===== src/b64c_pkg.sv =====
// ----------------------------------------------------------------------------
// b64c_pkg
// Shared constants and character mapping functions for the base64url codec.
// ----------------------------------------------------------------------------
package b64c_pkg;

	localparam int BYTE_W  = 8;
	localparam int SIX_W   = 6;
	localparam int ACC_W   = 16;
	localparam int HELD_W  = 3;
	localparam int GROUP_W = 24;
	localparam int CHARS   = 4;
	localparam int BUF_W   = CHARS * BYTE_W;
	localparam int CNT_W   = 3;

	localparam logic DIR_ENCODE = 1'b0;
	localparam logic DIR_DECODE = 1'b1;

	typedef logic [BYTE_W-1:0] byte_t;
	typedef logic [SIX_W-1:0]  sextet_t;

	typedef struct packed {
		logic    valid;
		sextet_t value;
	} dec_t;

	function automatic byte_t enc_char(input sextet_t v);
		byte_t wide;
		byte_t c;
		wide = {2'b00, v};
		if (v < 6'd26) begin
			c = 8'h41 + wide;
		end else if (v < 6'd52) begin
			c = 8'h61 + wide - 8'd26;
		end else if (v < 6'd62) begin
			c = 8'h30 + wide - 8'd52;
		end else if (v == 6'd62) begin
			c = 8'h2D;
		end else begin
			c = 8'h5F;
		end
		return c;
	endfunction

	function automatic dec_t dec_char(input byte_t c);
		dec_t  r;
		byte_t t;
		r = '0;
		t = '0;
		if (c >= 8'h41 && c <= 8'h5A) begin
			t = c - 8'h41;
			r = '{valid: 1'b1, value: t[SIX_W-1:0]};
		end else if (c >= 8'h61 && c <= 8'h7A) begin
			t = c - 8'h61 + 8'd26;
			r = '{valid: 1'b1, value: t[SIX_W-1:0]};
		end else if (c >= 8'h30 && c <= 8'h39) begin
			t = c - 8'h30 + 8'd52;
			r = '{valid: 1'b1, value: t[SIX_W-1:0]};
		end else if (c == 8'h2D || c == 8'h2B) begin
			r = '{valid: 1'b1, value: 6'd62};
		end else if (c == 8'h5F || c == 8'h2F) begin
			r = '{valid: 1'b1, value: 6'd63};
		end
		return r;
	endfunction

endpackage


===== src/b64c_if.sv =====
// ----------------------------------------------------------------------------
// b64c_if
// Valid/ready stream channels for the codec input and result items.
// ----------------------------------------------------------------------------
interface b64c_in_if;
	logic       valid;
	logic       ready;
	logic [7:0] in_byte;
	logic       in_last;

	modport source (output valid, output in_byte, output in_last, input ready);
	modport sink (input valid, input in_byte, input in_last, output ready);
endinterface

interface b64c_out_if;
	logic       valid;
	logic       ready;
	logic [7:0] out_value;
	logic       out_last;

	modport source (output valid, output out_value, output out_last, input ready);
	modport sink (input valid, input out_value, input out_last, output ready);
endinterface


===== src/base64url_stream_codec.sv =====
// Input transfers are registered in the input stage (byte_s1), and their results are then
// registered into the result buffer. Throughput: one input transfer per cycle while no
// results are pending; results leave one per cycle while out_ch.ready is high, and an item
// waits until at most one result is left, so decoding sustains one character per cycle.
// The single-entry result buffer (up to four characters) sets the output rate.
// Reset: arst_n clears direction (encode), the accumulator, and all valid state.
// ----------------------------------------------------------------------------
// base64url_stream_codec
// Unpadded base64url encoder / dual-alphabet decoder with one result buffer.
// ----------------------------------------------------------------------------
module base64url_stream_codec (
	input  logic        clk,
	input  logic        arst_n,
	input  logic        cfg_we,
	input  logic        cfg_wdata,
	b64c_in_if.sink     in_ch,
	b64c_out_if.source  out_ch
);
	import b64c_pkg::*;

	logic                 dir_q;
	logic [ACC_W-1:0]     acc_q;
	logic [HELD_W-1:0]    held_q;

	logic                 valid_s1;
	byte_t                byte_s1;
	logic                 last_s1;

	logic [BUF_W-1:0]     buf_q;
	logic [CNT_W-1:0]     cnt_q;

	logic                 adv;
	logic                 out_xfer;
	logic [GROUP_W-1:0]   grp;
	logic [ACC_W-1:0]     acc_n;
	logic [HELD_W-1:0]    held_n;
	logic [BUF_W-1:0]     buf_n;
	logic [CNT_W-1:0]     cnt_n;
	dec_t                 dv;
	logic [2*SIX_W-1:0]   acc2;
	byte_t                dbyte;

	assign out_xfer      = cnt_q != '0 && out_ch.ready;
	assign adv           = valid_s1 && (cnt_q == '0 || (cnt_q == CNT_W'(1) && out_ch.ready));
	assign in_ch.ready   = !valid_s1 || adv;

	assign out_ch.valid     = cnt_q != '0;
	assign out_ch.out_value = buf_q[BUF_W-1 -: BYTE_W];
	assign out_ch.out_last  = cnt_q == CNT_W'(1);

	always_comb begin
		grp    = '0;
		acc_n  = acc_q;
		held_n = held_q;
		buf_n  = '0;
		cnt_n  = '0;
		dbyte  = '0;
		dv     = dec_char(byte_s1);
		acc2   = {acc_q[SIX_W-1:0], dv.value};
		if (dir_q == DIR_ENCODE) begin
			if (held_q == HELD_W'(2)) begin
				grp    = {acc_q, byte_s1};
				cnt_n  = CNT_W'(4);
				acc_n  = '0;
				held_n = '0;
			end else if (last_s1) begin
				if (held_q == '0) begin
					grp   = {byte_s1, 16'h0000};
					cnt_n = CNT_W'(2);
				end else begin
					grp   = {acc_q[BYTE_W-1:0], byte_s1, 8'h00};
					cnt_n = CNT_W'(3);
				end
			end else begin
				acc_n  = {acc_q[BYTE_W-1:0], byte_s1};
				held_n = held_q + HELD_W'(1);
			end
			buf_n = {enc_char(grp[23:18]), enc_char(grp[17:12]),
				enc_char(grp[11:6]), enc_char(grp[5:0])};
		end else begin
			if (dv.valid) begin
				unique case (held_q)
					HELD_W'(0): begin
						acc_n  = {10'b0, dv.value};
						held_n = HELD_W'(6);
					end
					HELD_W'(2): begin
						dbyte  = acc2[7:0];
						cnt_n  = CNT_W'(1);
						acc_n  = '0;
						held_n = '0;
					end
					HELD_W'(4): begin
						dbyte  = acc2[9:2];
						cnt_n  = CNT_W'(1);
						acc_n  = {14'b0, acc2[1:0]};
						held_n = HELD_W'(2);
					end
					default: begin
						dbyte  = acc2[11:4];
						cnt_n  = CNT_W'(1);
						acc_n  = {12'b0, acc2[3:0]};
						held_n = HELD_W'(4);
					end
				endcase
			end
			buf_n = {dbyte, 24'h000000};
		end
		if (last_s1) begin
			acc_n  = '0;
			held_n = '0;
		end
	end

	always_ff @(posedge clk or negedge arst_n) begin
		if (!arst_n) begin
			dir_q  <= DIR_ENCODE;
			acc_q  <= '0;
			held_q <= '0;
		end else if (cfg_we) begin
			dir_q  <= cfg_wdata;
			acc_q  <= '0;
			held_q <= '0;
		end else if (adv) begin
			acc_q  <= acc_n;
			held_q <= held_n;
		end
	end

	always_ff @(posedge clk or negedge arst_n) begin
		if (!arst_n) begin
			valid_s1 <= 1'b0;
		end else if (in_ch.ready) begin
			valid_s1 <= in_ch.valid;
		end
	end

	always_ff @(posedge clk) begin
		if (in_ch.valid && in_ch.ready) begin
			byte_s1 <= in_ch.in_byte;
			last_s1 <= in_ch.in_last;
		end
	end

	always_ff @(posedge clk or negedge arst_n) begin
		if (!arst_n) begin
			cnt_q <= '0;
		end else if (adv) begin
			cnt_q <= cnt_n;
		end else if (out_xfer) begin
			cnt_q <= cnt_q - CNT_W'(1);
		end
	end

	always_ff @(posedge clk) begin
		if (adv) begin
			buf_q <= buf_n;
		end else if (out_xfer) begin
			buf_q <= {buf_q[BUF_W-BYTE_W-1:0], 8'h00};
		end
	end

endmodule


===== src/flat_wrapper.sv =====
// flat-port wrapper written by rule: the top's interface ports become plain ports
module base64url_stream_codec_flat import b64c_pkg::*;
  (clk, arst_n, cfg_we, cfg_wdata, in_ch_valid, in_ch_in_byte, in_ch_in_last, in_ch_ready, out_ch_valid, out_ch_out_value, out_ch_out_last, out_ch_ready);
  b64c_in_if in_ch_i ();
  b64c_out_if out_ch_i ();
  input  logic clk;
  input  logic arst_n;
  input  logic cfg_we;
  input  logic cfg_wdata;
  input wire logic [$bits(in_ch_i.valid)-1:0] in_ch_valid;
  input wire logic [$bits(in_ch_i.in_byte)-1:0] in_ch_in_byte;
  input wire logic [$bits(in_ch_i.in_last)-1:0] in_ch_in_last;
  output wire logic [$bits(in_ch_i.ready)-1:0] in_ch_ready;
  output wire logic [$bits(out_ch_i.valid)-1:0] out_ch_valid;
  output wire logic [$bits(out_ch_i.out_value)-1:0] out_ch_out_value;
  output wire logic [$bits(out_ch_i.out_last)-1:0] out_ch_out_last;
  input wire logic [$bits(out_ch_i.ready)-1:0] out_ch_ready;
  assign in_ch_i.valid = in_ch_valid;
  assign in_ch_i.in_byte = in_ch_in_byte;
  assign in_ch_i.in_last = in_ch_in_last;
  assign in_ch_ready = in_ch_i.ready;
  assign out_ch_valid = out_ch_i.valid;
  assign out_ch_out_value = out_ch_i.out_value;
  assign out_ch_out_last = out_ch_i.out_last;
  assign out_ch_i.ready = out_ch_ready;
  base64url_stream_codec u_core (.clk(clk), .arst_n(arst_n), .cfg_we(cfg_we), .cfg_wdata(cfg_wdata), .in_ch(in_ch_i), .out_ch(out_ch_i));
endmodule

===== config.mk =====
export PLATFORM = sky130hd
export DESIGN_NAME = base64url_stream_codec_flat
export DESIGN_NICKNAME = d
export VERILOG_FILES = /design/src/b64c_pkg.sv /design/src/b64c_if.sv /design/src/base64url_stream_codec.sv /design/src/flat_wrapper.sv
export SDC_FILE = /design/constraint.sdc
export NUM_CORES = 1
export LEC_CHECK = 0
export BUFFER_PORTS_ARGS = -buffer_cell sky130_fd_sc_hd__clkbuf_2
export CORE_ASPECT_RATIO = 2
export CORE_MARGIN = 5
export CORE_UTILIZATION = 50
export DETAILED_ROUTE_END_ITERATION = 8
export GPL_ROUTABILITY_DRIVEN = 0
export PLACE_DENSITY = 0.67
export SYNTH_ARGS = -nofsm -noshare
export SYNTH_HDL_FRONTEND = slang
export SYNTH_SLANG_ARGS = --single-unit

===== constraint.sdc =====
create_clock -name clk -period 5.7 [get_ports clk]
set_input_delay 1.14 -clock clk [delete_from_list [all_inputs] [get_ports clk]]
set_output_delay 1.14 -clock clk [all_outputs]
set_load 0.1 [all_outputs]

* Yosys cells after proc, flatten, opt, wreduce, memory -nomap -nowiden
Cells that the tools add are included.
** Cells by class
- Add/sub/neg operators :: 27
- $mul :: 0
- Div/mod/pow operators :: 0
- Order comparisons :: 18
- Eq/ne operators :: 12
- Shift-type cells :: 0
- Mux-type cells :: 52
- Bitwise gates (word level) :: 0
- Reductions and logical operators :: 18
** Operator list (count)
- two-way mux 8 bit :: 13
- two-way mux 16 bit :: 6
- two-way mux 24 bit :: 4
- two-way mux 32 bit :: 3
- adder 7 x 6 -> 8 bit, first input constant :: 8
- two-way mux 7 bit :: 9
- less-than comparator 6 bit, second input constant :: 8
- two-way mux 3 bit :: 12
- subtractor 8 x 5 -> 8 bit, second input constant :: 4
- subtractor 8 x 6 -> 8 bit, second input constant :: 4
- adder 6 x 6 -> 7 bit, first input constant :: 4
- == test 6 bit, second input constant :: 4
- == test 8 x 6 -> 1 bit, second input constant :: 3
- less-than comparator 6 x 5 -> 1 bit, second input constant :: 4
- case mux 8 bit (3 select lines) :: 1
- case mux 6 bit (3 select lines) :: 1
- >= comparator 8 x 7 -> 1 bit, second input constant :: 2
- less-or-equal comparator 8 x 7 -> 1 bit, second input constant :: 2
- subtractor 6 bit, second input constant :: 2
- case mux 3 bit (3 select lines) :: 1
- == test 8 x 7 -> 1 bit, second input constant :: 1
- >= comparator 8 x 6 -> 1 bit, second input constant :: 1
- less-or-equal comparator 8 x 6 -> 1 bit, second input constant :: 1
- logical AND 1 bit :: 7
- 16 further kinds :: 22
** Storage, ports and cells
- Register bits after elaboration :: 65
- Latch bits :: 0
- Memory bits (writable) :: 0
- Memory bits (read-only) :: 0
- Input port bits :: 15
- Output and inout bits :: 11
- Word-level logic and storage cells :: 135
- Memories kept :: 0

* Longest topological paths before layout
Gate-level depths: netlist of run 1.
- Depth in word-level cells :: 13
- Depth in mapped cells :: 14
- Mapped depth without buffers :: 11

* Worst setup path before layout of run 1
Ideal clock, no wire load.
- Path type :: input to output
- Start point :: input out_ch_ready
- End point :: output in_ch_ready
- Data arrival time :: 3.412 ns
- Required time :: 4.560 ns
- Path slack :: 1.148 ns
- Cell stages on the path :: 2
- Cell sequence :: a21oi_1 o21ai_0
** On the way
- Word-level cells in the longest chain between the ends :: 4
** RTL lines
- start, declared :: line flat_wrapper.sv:17 : input wire logic [$bits(out_ch_i.ready)-1:0] out_ch_ready;
- logical AND 1 bit :: line base64url_stream_codec.sv:44 : assign adv = valid_s1 && (cnt_q == '0 || (cnt_q == CNT_W'(1) && out_ch.ready));
- logical OR 1 bit :: line base64url_stream_codec.sv:44
- logical AND 1 bit :: line base64url_stream_codec.sv:44
- logical OR 1 bit :: line base64url_stream_codec.sv:45 : assign in_ch.ready = !valid_s1 || adv;
- end, declared :: line flat_wrapper.sv:13 : output wire logic [$bits(in_ch_i.ready)-1:0] in_ch_ready;
No other way between the ends.

* Final worst setup path of run 1
- Start point :: register u_core.held_q[0]
- End point :: register u_core.buf_q[14] (data pin)
** On the way
- Word-level cells in the longest chain between the ends :: 12
- Elaborated cells on any way between the ends :: 21
- Those cells by class :: add/sub: 5; order compare: 3; eq/ne: 2; mux: 10; reduce/logical: 1
** RTL lines
- start, declared :: line base64url_stream_codec.sv:23 : logic [HELD_W-1:0] held_q;
- start signal, assigned :: line base64url_stream_codec.sv:126 : held_q <= held_n;
- zero test 3 bit :: line base64url_stream_codec.sv:67 : if (held_q == '0) begin
- two-way mux 24 bit :: line base64url_stream_codec.sv:67
- two-way mux 24 bit :: line base64url_stream_codec.sv:66 : end else if (last_s1) begin
- two-way mux 24 bit (*) :: line base64url_stream_codec.sv:61 : if (held_q == HELD_W'(2)) begin
- two-way mux 24 bit (*) :: line base64url_stream_codec.sv:60 : if (dir_q == DIR_ENCODE) begin
- adder 6 x 6 -> 7 bit or == test 6 bit (tied branches) :: line b64c_pkg.sv:36, b64c_pkg.sv:37
- subtractor 8 x 6 -> 8 bit or two-way mux 7 bit (tied branches) :: line b64c_pkg.sv:36, b64c_pkg.sv:37
- two-way mux 8 bit :: line b64c_pkg.sv:35 : end else if (v < 6'd62) begin
- two-way mux 8 bit :: line b64c_pkg.sv:33 : end else if (v < 6'd52) begin
- two-way mux 8 bit (*) :: line b64c_pkg.sv:31 : if (v < 6'd26) begin
- two-way mux 32 bit (*) :: line base64url_stream_codec.sv:60
- two-way mux 32 bit (*) :: line base64url_stream_codec.sv:156 : if (adv) begin
- end signal, assigned :: line base64url_stream_codec.sv:157 : buf_q <= buf_n;
- end signal, assigned :: line base64url_stream_codec.sv:159 : buf_q <= {buf_q[BUF_W-BYTE_W-1:0], 8'h00};
- end, declared :: line base64url_stream_codec.sv:29 : logic [BUF_W-1:0] buf_q;
Mark *: on every way between the ends. The rest lies on a longest branch, timed or not. The select of a mux whose other input is x is not followed.
A chain may end at the register's enable or synchronous reset.

==> summary.md, run 1 <==
| Metric | Value |
|---|---|
| Syn avg cell area | 8.286 sq um |
| Met3 WL | 946 um |
| Skew-Pair Late Insertion Delay | 0.34 ns |
| Critical path launch point type | flop |
| RSZ-0062 raised after global routing | no |
| CTS tree | built |
| Outcome | finished, final reports clean |
| First-pass GRT wire length | 29590 um |
| Worst-path maximum fanout | 31 |
| GRT overflow | 0 |
| CTS root buf | clkbuf_16 |
| R2R setup slack | 1.50 ns |
| Vias/cell | ~6.7 |
| Synth warnings | 0 |
| VDD IR max | 0.0004753 V |
| Count of cell types in the netlist | 83 |
| Dpl cells | 860 |
| Combinational share of power | roughly 51% |
| Starting Density | 50.67% |
| Clock transition at path regs | 0.06 ns |
| First-pass iteration count of the detailed router | 6 |
| Mapped Area | between 0.006 and 0.007 sq mm |
| Detail Placement HPWL | 13570 um |
| Layout Nets | 789 |
| Met2 WL post-DR | 9790 um |
| Syn-to-layout area delta | 7.150% |
| Main synth FF type | edfxtp_1 |
| Worst Path Required | about 5.9 ns |
| Switching power | 1.451 mW |
| Fin util | 54.29% |
| Post-route ant nets | 0 |
| DRC | 0 |
| Layout cells sized above 1 | 10.01% |
| Crit. End Element | flop |
| Worst reg2reg startpoint | u_core.held_q[0]$_DFFE_PN0P_ |
| DR top layer | met4 |
| Worst Tran Pin Value | about 1.0 ns |
| Hold Path Class | flop to flop |
| CP arrival | between 4 and 5 ns |
| Final TNS setup | 0 ns |
| Area of the core | 0.01205 sq mm |
| MaxCap Viol Count | 0 |
| Final wirelength | between 15000 and 20000 um |
| Detailed Route Iter0 Violations | between 600 and 700 |
| Post-CTS Resized | 0 |
| Top cell type's share of synthesized area | 20.16% |
| Vias in the first global route | 5712 |
| Clk buf depth | 2 |
| Critical path launch point | u_core.held_q[0]$_DFFE_PN0P_ |
| Synth top area cells | edfxtp_1, ha_1, dfrtp_1 |
| Hold Buf Count CTS | 0 |
| Post-synth top area cell | edfxtp_1 |
| Register bit total from synthesis | 65 |
| Routed len/inst | 20.98 um |
| Final Cycle Share | about three quarters |
| Final instance area | approximately 0.0065 sq mm |
| Final hold violation count | 0 |
| Syn Inst Count | 737 |
| IO Port Bufs | 25 |
| Die height | 166.3 um |
| Finished Layout Cells | between 800 and 900 |
| GRT Util Overall | 25.77% |
| Setup crit end | u_core.buf_q[14]$_DFFE_PP_ |
| Share of flip-flops with an asynchronous set or reset | around 37% |
| Clk network pwr share | 20.9% |
| Inserted Clock Buffers | 9 |
| Worst Skew | slightly below 0.009 ns |
| Antenna Cells | 0 |
| Htree depth | 3 |
| Routed met1 length | 6369 um |
| Internal | 1.537 mW |
| # clock sinks | 65 |
| Power Density | about 460 mW/mm^2 |
| Fillers | roughly 1100 |
| Std cell rows | 57 |
| EDFF count, synth | 41 |
| Vias | 5861 |
| Die area | 0.01466 sq mm |
| Die W | 88.15 um |
| Leakage | about 2.7 nW |
| Total setup buffers inserted after CTS | 0 |
| Max-slew headroom | 32.80% |
| Min cycle time layout | 4.196 ns |
| Achievable Freq | 238.3 MHz |
| Max-slew violations | 0 |
| Critical path class | flop to flop |
| Reg power frac | 27.9% |
| Largest net degree at the start of global routing | 39 |
| Initial antenna violation count | 0 |
| Worst R2R End | u_core.buf_q[14]$_DFFE_PP_ |
| Placed Instance Area | 0.006201 sq mm |
| Final setup viols | 0 |
| Reg2Reg Depth | 9 |
| Switch share | 48.57% |
| IO Pins | 26 |
| Mapped Nets | 802 |
| Register area share after synthesis | 29.99% |
==> registers in the layout (all words and copies together), names as in the netlist <==
signal	count
u_core.dir_q	1
u_core.cnt_q	3
u_core.valid_s1	1
u_core.byte_s1	8
u_core.acc_q	16
u_core.buf_q	32
u_core.held_q	3
u_core.last_s1	1
==> cells in the mapped netlist (4+ instances only) <==
cell type and instances:
buf_2 13, o21ai_0 48, a21oi_1 37, inv_1 35
o22ai_1 4, a22o_1 11, edfxtp_1 41, clkbuf_1 26
nor2_1 38, buf_1 6, a221oi_1 4, nor2b_1 10
o21a_1 9, a21o_1 12, o31ai_1 6, xnor2_1 17
o211ai_1 14, dfrtp_1 24, o211a_1 6, mux2i_1 6
or3_1 4, a22oi_1 7, a211oi_1 13, and3_1 5
o221ai_1 5, a21boi_0 4, nand3_1 32, nor3_1 20
a31oi_1 15, xor2_1 7, ha_1 50, nand2_1 97
nand2b_1 9, o21ai_1 14, buf_4 10
==> layout make-up <==
type                    count  area, sq um  share of cell area, %
well taps                 147        183.9                  2.811
repair buffers             31        170.2                  2.600
clock inverters             4        53.80                 0.8222
flip-flops and latches     65         1832                  27.99
inverters                  39        146.4                  2.237
multi-input cells         578         3869                  59.12
clock buffers              12        289.0                  4.417
==> per-stage QoR <==
stage          power [mW]  worst slack (ns)  hold slack (ns)
5_1_grt             3.146             1.224           0.5112
3_5_place_dp        2.339             1.642           0.4794
2_1_floorplan       2.010             1.148           0.4423
4_1_cts             2.969             1.599           0.4937
6_report            2.988             1.504           0.4920
3_3_place_gp        2.300             1.813           0.4747
==> power by group through the flow <==
stage	Clock, mW	Combinational (mW)	Sequential (mW)
finish	0.626	1.53	0.833
global route	0.652	1.64	0.850
CTS	0.630	1.51	0.830
detailed placement	0	1.50	0.839
global placement	0	1.47	0.833
floorplan	0	1.28	0.727
==> cell usage in the layout (no fill, tap or decap), types with 15 or more instances in the layout <==
cell,synthesis,final
xnor2_1,17,17
nor2_1,38,38
a31oi_1,15,15
nand3_1,32,32
nor3_1,20,20
edfxtp_1,41,41
ha_1,50,50
a21oi_1,37,37
inv_1,35,35
nand2_1,97,97
o21ai_0,48,48
clkbuf_2,0,25
dfrtp_1,24,24
==> how the worst min path moves through the flow <==
stage,startpoint,endpoint,slack [ns],cells after the start
3_5_place_dp,u_core.acc_q[15]$_DFFE_PN0P_,u_core.acc_q[15]$_DFFE_PN0P_,0.48,2
3_3_place_gp,u_core.cnt_q[1]$_DFFE_PN0P_,u_core.cnt_q[1]$_DFFE_PN0P_,0.47,1
2_1_floorplan,u_core.acc_q[11]$_DFFE_PN0P_,u_core.acc_q[11]$_DFFE_PN0P_,0.44,2
4_1_cts,u_core.acc_q[15]$_DFFE_PN0P_,u_core.acc_q[15]$_DFFE_PN0P_,0.49,2
6_report,u_core.acc_q[15]$_DFFE_PN0P_,u_core.acc_q[15]$_DFFE_PN0P_,0.49,2
5_1_grt,u_core.acc_q[15]$_DFFE_PN0P_,u_core.acc_q[15]$_DFFE_PN0P_,0.51,2
==> metal layers <==
metal / GRT usage (%) / up-vias
met5: 0 / -
met4: 16.38 / 0
met3: 4.419 / 86
met2: 45.24 / 273
met1: 27.37 / 2810
li1: - / 2692
==> logic make-up after synthesis <==
group / after synthesis / synth area share [%]
simple gates: 251 / 20.59
mux: 8 / 1.352
compound gates: 245 / 27.72
fa+ha+maj: 50 / 10.24
buf+inv: 94 / 6.658
xor+xnor: 24 / 3.442
flops: 65 / 29.99
==> critical path, stage by stage, from the launching register on <==
cell	delay [ns]
dfrtp_1	0.75
or2_1	0.56
o21ai_1	0.58
inv_1	0.17
ha_1	0.24
a31o_2	0.23
a21oi_1	0.78
o21ai_0	0.21
a221o_1	0.38
o21ai_1	0.14
No activity file was read; power rests on OpenSTA's default activity.
==> run 2, diff against run 1 <==
Settings changed: PLACE_DENSITY 0.67 to 0.69.
Clock period 5.7 ns to 3.8 ns, I/O delays scaled along.
==> summary.md, run 2 (synthesis gave the netlist of run 1 again) <==
| Metric | Value |
|---|---|
| Outcome | finished, final reports clean |
| Layout Nets | 812 (+2.9%) |
| Crit. End Element | flop |
| Worst R2R End | u_core.buf_q[17]$_DFFE_PP_ |
| Multi-input logic area | 0.003880 sq mm (+0.29%) |
| Reg area | 0.001832 sq mm (unchanged) |
| Area of the core | 0.01205 sq mm (unchanged) |
| Clock transition at path regs | 0.06 ns (about the same) |
| Vias in the first global route | 5834 (+2.1%) |
| Worst Path Required | 3.85 ns (-2.04 ns) |
| GRT overflow | 0 (unchanged) |
| Commonest non-fill, non-tap cell in the layout | nand2_1 |
| Initial antenna violation count | 0 (unchanged) |
| CTS tree | built |
| DRC | 0 (unchanged) |
| R2R setup slack | 0.26 ns (-1.24 ns) |
| Std cell rows | 57 (unchanged) |
| Clk buf depth | 2 (unchanged) |
| Most common cell on crit path | a22o_1 |
| # clock sinks | 65 (unchanged) |
| Final hold violation count | 0 (unchanged) |
| Max-slew violations | 0 (unchanged) |
| Fillers | 1082 (-4.4%) |
| MaxCap Viol Count | 0 (unchanged) |
| Biggest regs | u_core.buf_q x32, u_core.acc_q x16, u_core.byte_s1 x8 |
| Final wirelength | 18690 um (+1.7%) |
| GRT Util Overall | 25.92% (+0.15 points) |
| Largest net degree at the start of global routing | 39 (unchanged) |
| Max reg flops | 32 (unchanged) |
| Antenna Cells | 0 (unchanged) |
| Detailed Route Iter0 Violations | 612 (-2.7%) |
| Worst Skew | 0.007412 ns (-0.001435 ns) |
| Die area | 0.01466 sq mm (unchanged) |
| Leakage | 2.813 nW (+4.0%) |
| Vias/cell | 6.621 (-1.0%) |
| Worst reg2reg startpoint | u_core.held_q[0]$_DFFE_PN0P_ |
| Power Density | 673.4 mW/mm^2 (+47%) |
| Critical path class | flop to flop |
| Critical path's slowest cell | dfrtp_1 |
| Total power | 4.515 mW (+51%) |
| IO Pins | 26 (unchanged) |
| Die height | 166.3 um (unchanged) |
| Syn-to-layout area delta | 9.773% |
| Final TNS setup | 0 ns (unchanged) |
| Die W | 88.15 um (unchanged) |
| Crit-path cells | buf_4, nor3_1, a22o_1, a22o_1, inv_1, ha_1, a21oi_1, a211oi_1, o31ai_1 |
| IO Port Bufs | 25 (unchanged) |
| Max-slew headroom | 35.13% (+2.3 points) |
| RSZ-0062 raised after global routing | no |
| Routed len/inst | 20.79 um (-0.92%) |
| Inserted Clock Buffers | 9 (unchanged) |
| Hold Path Class | input pin to async pin |
| VDD IR max | 0.0007634 V (+61%) |
| Largest reg by FF count | u_core.buf_q |
| Detail Placement HPWL | 13810 um (+1.8%) |
| Final Cycle Share | 93.03% (+19 points) |
| Achievable Freq | 282.9 MHz (+19%) |
| Post-route ant nets | 0 (unchanged) |
| CP arrival | 3.59 ns (-0.80 ns) |
| Most frequent cells in the layout | nand2_1, ha_1, o21ai_0 |
| Worst Tran Pin Value | 0.9730 ns (-0.03495 ns) |
| CP max stage delay | 0.61 ns (-0.17 ns) |
| Worst-path maximum fanout | 21 (-32%) |
| First-pass GRT wire length | 29840 um (+0.81%) |
| Reg2Reg Depth | 9 (unchanged) |
| Starting Density | 50.67% (unchanged) |
| Final setup viols | 0 (unchanged) |
| Vias | 5952 (+1.6%) |
| Min cycle time layout | 3.535 ns (-0.6605 ns) |
| First-pass iteration count of the detailed router | 7 (+1) |
| Layout cells sized above 1 | 12.77% (+2.8 points) |
| Skew-Pair Late Insertion Delay | 0.34 ns (about the same) |
| Total setup buffers inserted after CTS | 0 (unchanged) |
| Critical path launch point type | flop |
| Htree depth | 3 (unchanged) |
| CTS root buf | clkbuf_16 |
[run 2: changes by cell type in the layout (fill, tap and decap cells not counted), sizes merged]
cell / before / now
clkbuf: 37 / 38
bufinv: 1 / 0
buf: 6 / 29
[run 2: timing repair]
item / 4_1_cts / 5_1_grt
setup endpoints to repair: 0 / 2
hold buffers: 0 / 0
resized for setup: 0 / 1
[run 2: cell type report]
| type | instances | area share [%] |
|---|---|---|
| Multi-Input combinational cell | 578 | 57.88 |
| Clock buffer | 13 | 4.517 |
| Timing Repair Buffer | 54 | 5.114 |
| Tap cell | 147 | 2.744 |
| Sequential cell | 65 | 27.32 |
| Clock inverter | 3 | 0.2426 |
| Inverter | 39 | 2.184 |
[run 2: worst max-delay path by stage]
stage | from | endpoint | slack, ns | cells past startpoint
finish | u_core.held_q[0]$_DFFE_PN0P_ | u_core.buf_q[17]$_DFFE_PP_ | 0.26 | 9
global route | u_core.held_q[0]$_DFFE_PN0P_ | u_core.buf_q[28]$_DFFE_PP_ | 0.06 | 10
CTS | u_core.byte_s1[0]$_DFFE_PP_ | u_core.held_q[1]$_DFFE_PN0P_ | 0.21 | 10
detailed placement | u_core.byte_s1[0]$_DFFE_PP_ | u_core.held_q[1]$_DFFE_PN0P_ | 0.25 | 10
global placement | u_core.byte_s1[0]$_DFFE_PP_ | u_core.held_q[1]$_DFFE_PN0P_ | 0.31 | 10
floorplan | out_ch_ready | u_core.byte_s1[0]$_DFFE_PP_ | 0.75 | 3
[run 2: routing by layer]
metal / GRT usage [%] / vias to the layer above / routed length [um]
met5: 0 / - / 0
met4: 17.50 / 0 / 1409
met3: 4.717 / 104 / 1028
met2: 45.30 / 316 / 9786
met1: 27.07 / 2791 / 6465
li1: - / 2741 / -
[run 2: power breakdown]
| part | leakage (nW) | total, mW | switching (mW) | internal [mW] |
|---|---|---|---|---|
| Sequential | 0.725 | 1.19 | 0.176 | 1.02 |
| Combinational | 1.93 | 2.45 | 1.70 | 0.751 |
| Clock | 0.162 | 0.874 | 0.319 | 0.555 |
[run 2: stage by stage]
step / instance area [sq um] / utilization [%] / std cells / hold WS [ns] / setup slack, ns
6_report: 6704 / 55.62 / 899 / 0.4137 / 0.2649
3_5_place_dp: 6374 / 52.88 / 883 / 0.4778 / 0.2491
5_1_grt: 6704 / 55.62 / 899 / 0.4596 / 0.06179
4_1_cts: 6693 / 55.53 / 899 / 0.4316 / 0.2116
3_3_place_gp: 6374 / 52.88 / 883 / 0.4725 / 0.3144
2_1_floorplan: 6107 / - / 737 / 0.4423 / 0.7505
[run 2: critical path, delay by kind of cell (launching register included)]
kind                     cells  cell delay (ns)
AND/OR/NAND/NOR              1             0.36
flip-flops                   1             0.61
buffers and inverters        2             0.45
AO/OA/AOI/OAI                5             1.57
adder cells (fa/ha/maj)      1             0.26
